`src/rtl/asd_pkg.sv`:
```
// ----------------------------------------------------------------------------
// asd_pkg
// widths, reset values and register codes of the shake detector
// ----------------------------------------------------------------------------
package asd_pkg;

  localparam int SAMPLE_BITS    = 16;
  localparam int AVG_FRAC_BITS  = 8;
  localparam int GAIN_FRAC_BITS = 8;
  localparam int GRAV_BITS      = SAMPLE_BITS + AVG_FRAC_BITS + 1;
  localparam int RES_BITS       = GRAV_BITS + 1;
  localparam int GAIN_BITS      = 9;
  localparam int PROD_BITS      = RES_BITS + GAIN_BITS + 1;
  localparam int DELTA_BITS     = PROD_BITS - GAIN_FRAC_BITS;
  localparam int SUM_BITS       = DELTA_BITS + 1;
  localparam int MAG_BITS       = RES_BITS - 1;
  localparam int SQ_BITS        = 2 * MAG_BITS;
  localparam int ENERGY_BITS    = SQ_BITS + 2;
  localparam int ENERGY_HI_BITS = ENERGY_BITS - 2 * AVG_FRAC_BITS;
  localparam int THR_BITS       = 34;
  localparam int REFR_BITS      = 32;
  localparam int TIME_BITS      = 63;
  localparam int QUIET_BITS     = 64;
  localparam int CFG_IDX_BITS   = 2;
  localparam int CFG_DATA_BITS  = 34;

  localparam logic [GAIN_BITS-1:0] GAIN_RESET = GAIN_BITS'(51);
  localparam logic [THR_BITS-1:0]  THR_RESET  = THR_BITS'(32883343);
  localparam logic [REFR_BITS-1:0] REFR_RESET = REFR_BITS'(1000000);

  localparam logic [CFG_IDX_BITS-1:0] REG_FOLLOW_GAIN   = CFG_IDX_BITS'(0);
  localparam logic [CFG_IDX_BITS-1:0] REG_THRESHOLD_SQ  = CFG_IDX_BITS'(1);
  localparam logic [CFG_IDX_BITS-1:0] REG_REFRACTORY_US = CFG_IDX_BITS'(2);

  typedef struct packed {
    logic signed [GRAV_BITS-1:0] grav_nxt;
    logic        [SQ_BITS-1:0]   sq;
  } asd_axis_t;

endpackage

```
`src/rtl/asd_axis.sv`:
```
// ----------------------------------------------------------------------------
// asd_axis
// one axis: residual against the average, gain update and residual square
// ----------------------------------------------------------------------------
module asd_axis (
  input  logic signed [asd_pkg::SAMPLE_BITS-1:0] sample,
  input  logic signed [asd_pkg::GRAV_BITS-1:0]   grav,
  input  logic        [asd_pkg::GAIN_BITS-1:0]   gain,
  input  logic                                   primed,
  output asd_pkg::asd_axis_t                     res
);

  localparam int GB = asd_pkg::GRAV_BITS;
  localparam int RB = asd_pkg::RES_BITS;
  localparam int PB = asd_pkg::PROD_BITS;
  localparam int SB = asd_pkg::SUM_BITS;
  localparam logic signed [SB-1:0] GRAV_MAX = SB'((64'sd1 <<< (GB - 1)) - 64'sd1);
  localparam logic signed [SB-1:0] GRAV_MIN = SB'(-(64'sd1 <<< (GB - 1)));
  localparam logic signed [PB-1:0] ROUND_HALF =
    PB'(64'sd1 <<< (asd_pkg::GAIN_FRAC_BITS - 1));

  logic signed [GB-1:0]                    scaled;
  logic signed [RB-1:0]                    resid;
  logic signed [asd_pkg::GAIN_BITS:0]      gain_s;
  logic signed [PB-1:0]                    prod;
  logic signed [PB-1:0]                    rnd;
  logic signed [asd_pkg::DELTA_BITS-1:0]   delta;
  logic signed [SB-1:0]                    sum;
  logic signed [GB-1:0]                    sat;
  logic        [asd_pkg::MAG_BITS-1:0]     mag;
  logic signed [RB-1:0]                    neg;

  // sample in average units
  assign scaled = {{(GB - asd_pkg::SAMPLE_BITS - asd_pkg::AVG_FRAC_BITS){sample[
                    asd_pkg::SAMPLE_BITS-1]}}, sample, {asd_pkg::AVG_FRAC_BITS{1'b0}}};

  assign resid  = $signed({scaled[GB-1], scaled}) - $signed({grav[GB-1], grav});
  assign gain_s = $signed({1'b0, gain});
  assign prod   = PB'(resid) * PB'(gain_s);
  assign rnd    = prod + ROUND_HALF;
  // arithmetic shift gives floor, so round half up
  assign delta  = rnd[PB-1:asd_pkg::GAIN_FRAC_BITS];
  assign sum    = SB'(grav) + SB'(delta);

  always_comb begin
    if (sum > GRAV_MAX) begin
      sat = GB'(GRAV_MAX);
    end else if (sum < GRAV_MIN) begin
      sat = GB'(GRAV_MIN);
    end else begin
      sat = GB'(sum);
    end
  end

  assign neg = -resid;
  assign mag = resid[RB-1] ? neg[asd_pkg::MAG_BITS-1:0] : resid[asd_pkg::MAG_BITS-1:0];

  assign res.grav_nxt = primed ? sat : scaled;
  assign res.sq       = mag * mag;

endmodule

```
`config.mk`:
```
export PLATFORM = sky130hd
export DESIGN_NAME = asd_axis
export DESIGN_NICKNAME = d
export VERILOG_FILES = /design/src/rtl/asd_pkg.sv /design/src/rtl/asd_axis.sv
export SDC_FILE = /design/constraint.sdc
export NUM_CORES = 2
export LEC_CHECK = 0
export BUFFER_PORTS_ARGS = -buffer_cell sky130_fd_sc_hd__buf_2
export CAP_MARGIN = 15
export CELL_PAD_IN_SITES_DETAIL_PLACEMENT = 2
export CELL_PAD_IN_SITES_GLOBAL_PLACEMENT = 2
export CORE_MARGIN = 1.5
export CORE_UTILIZATION = 27
export DETAILED_ROUTE_END_ITERATION = 16
export PLACE_DENSITY_LB_ADDON = 0.1
export REMOVE_ABC_BUFFERS = 1
export SLEW_MARGIN = 20
export SYNTH_ARGS = -nofsm -noshare
export SYNTH_HDL_FRONTEND = slang
export SYNTH_SLANG_ARGS = --single-unit
```
`constraint.sdc`:
```
create_clock -name vclk -period 30.6
set_input_delay 1.53 -clock vclk [all_inputs]
set_output_delay 1.53 -clock vclk [all_outputs]
set_load 0.03 [all_outputs]
```
==> results.json <==
{
  "final-seq-area_um2": 0,
  "dr_wl_met3_um": 1100,
  "route.vias.total": 22800,
  "crit_fanout": 25,
  "core_mm2": 0.107,
  "timing.setup.critical_path_class": "primary input to primary output",
  "max_freq_mhz": 67.8,
  "highest_layer": "met4",
  "grt_setup_unrepaired": "false",
  "fp.dieArea_mm2": 0.110,
  "drive_above_1_share_pct": 6.67,
  "route.met2.wl_um": 52900,
  "port-buffer-count": 125,
  "crit_path_top_delay_cell": "sky130_fd_sc_hd__o311ai_0",
  "arrival_ns": 13.21,
  "drv_slew": 0,
  "crit_path_launch_type": "primary input",
  "worst_slew_margin_rel_pct": 38.1,
  "most-common-layout-cells": "sky130_fd_sc_hd__inv_1, sky130_fd_sc_hd__fa_1, sky130_fd_sc_hd__ha_1, sky130_fd_sc_hd__nand2_1, sky130_fd_sc_hd__nor2_1",
  "first_global_vias": 27400,
  "wire_per_inst_um": 21.2,
  "chipWidth_um": 332,
  "hpwlAfterDp_um": 87600,
  "cts_hold_buffers": 0,
  "drt-total-wl_um": 103000,
  "vias_per_cell": 4.69,
  "drt-met1-wl_um": 48100,
  "place_congestion": 0.830,
  "dr_pass1_iterations": 5,
  "floorplan.io_pins": 126,
  "grt_antenna_before_repair": 1,
  "post_cts_buffers": 0,
  "die_y_um": 332,
  "remaining_drc_errors": 0,
  "rows": 120,
  "post_cts.resized_instances": 0,
  "synth_sequential_area_ratio_pct": 0,
  "setup_viol": 0,
  "synthesis.yosys.warnings": 0,
  "grt_first_pass_wirelength_um": 164000,
  "kind_of_path_behind_the_tightest_hold_check": "primary input to primary output",
  "most_common_library_cell_in_the_layout_ignoring_fill_and_taps": "sky130_fd_sc_hd__inv_1",
  "syn_area_per_cell_um2": 8.59,
  "mappedNetlistArea_mm2": 0.0293,
  "cap_violations": 0,
  "clockBufferCount": 0,
  "design.seq.count": 0,
  "fin_crit_sh_pct": 48.2,
  "cp.required_ns": 29.07,
  "finalHoldWorstSlack_ns": 3.49,
  "worst-slew-pin-transition_ns": 0.922,
  "grt_max_degree": 27,
  "outcome": "finished, final reports clean",
  "crit_path_max_incr_delay_ns": 0.80,
  "drt_iter0_drc": 729,
  "nNetsFinal": 4510,
  "drt.antenna.violating_nets": 0,
  "start_util_pct": 27.3,
  "post-route-min-period_ns": 14.74,
  "syn_to_final_growth_pct": 8.14,
  "grt_overflow": 0,
  "timing.final.hold_violations": 0,
  "worst_setup_path_end_kind": "primary output",
  "grt.total_usage_pct": 19.1,
  "finalSetupTns_ns": 0,
  "syn_inst": 3407,
  "synth_cell_types": 80
}
area by class of cell:
class / count / area (um2)
Antenna cell: 1 / 2.50
Tap cell: 1403 / 1760
Multi-Input combinational cell: 2396 / 25500
Fill cell: 12300 / 75600
Inverter: 888 / 3330
Timing Repair Buffer: 178 / 1020
per-stage QoR:
stage / utilization, % / worst slack (ns) / std cells / instance area, um2
finish: 29.5 / 15.86 / 4866 / 31600
global route: 29.5 / 15.06 / 4865 / 31600
CTS: 29.5 / 15.78 / 4865 / 31600
detailed placement: 29.5 / 15.85 / 4865 / 31600
global placement: 29.5 / 15.58 / 4865 / 31600
floorplan: - / 17.11 / 3284 / 28800
logic make-up (layout without fill, tap and decap cells):
group	after synthesis	in the layout	share of synthesized area, %
fa+ha+maj	995	995	59.5
mux	2	2	0.0727
simple gates	862	862	13.6
compound gates	387	387	9.21
xor+xnor	149	149	4.51
buf+inv	1011	1066	13.1
other cells	1	2	0.0128
path summary, 6_finish.rpt:
check | startpoint | to | cells after the start
max | grav[0] | res[48] | 39
min | sample[5] | res[63] | 3
cells in the mapped netlist (18+ instances only):
master | n | share of area (%)
sky130_fd_sc_hd__nand2_1 | 329 | 4.2
sky130_fd_sc_hd__ha_1 | 335 | 14
sky130_fd_sc_hd__o21a_1 | 18 | 0.46
sky130_fd_sc_hd__o21ai_0 | 52 | 0.89
sky130_fd_sc_hd__nor3_1 | 31 | 0.53
sky130_fd_sc_hd__a21o_1 | 80 | 2.1
sky130_fd_sc_hd__xor2_1 | 48 | 1.4
sky130_fd_sc_hd__a21oi_1 | 94 | 1.6
sky130_fd_sc_hd__inv_1 | 880 | 11
sky130_fd_sc_hd__xnor2_1 | 99 | 3.0
sky130_fd_sc_hd__nand4_1 | 21 | 0.45
sky130_fd_sc_hd__and3_1 | 26 | 0.56
sky130_fd_sc_hd__clkbuf_1 | 100 | 1.3
sky130_fd_sc_hd__fa_1 | 660 | 45
sky130_fd_sc_hd__nand3_1 | 29 | 0.50
sky130_fd_sc_hd__nor2_1 | 240 | 3.1
sky130_fd_sc_hd__and2_1 | 108 | 2.3
per-layer routing:
layer  vias up  global-route usage (%)
met3        35                   0.199
met5         -                       0
met4         0                    1.30
met2       176                    35.5
li1      10400                       -
met1     12200                    25.8
worst max-delay path: cells and delay by family:
| kind | cells | cell delay (ns) |
|---|---|---|
| buffers and inverters | 10 | 1.54 |
| xor gates and xnor gates | 1 | 0.70 |
| and+or+nand+nor | 6 | 1.91 |
| AOI/OAI and AO/OA | 12 | 3.24 |
| muxes | 1 | 0.20 |
| adders and majority gates | 9 | 4.05 |
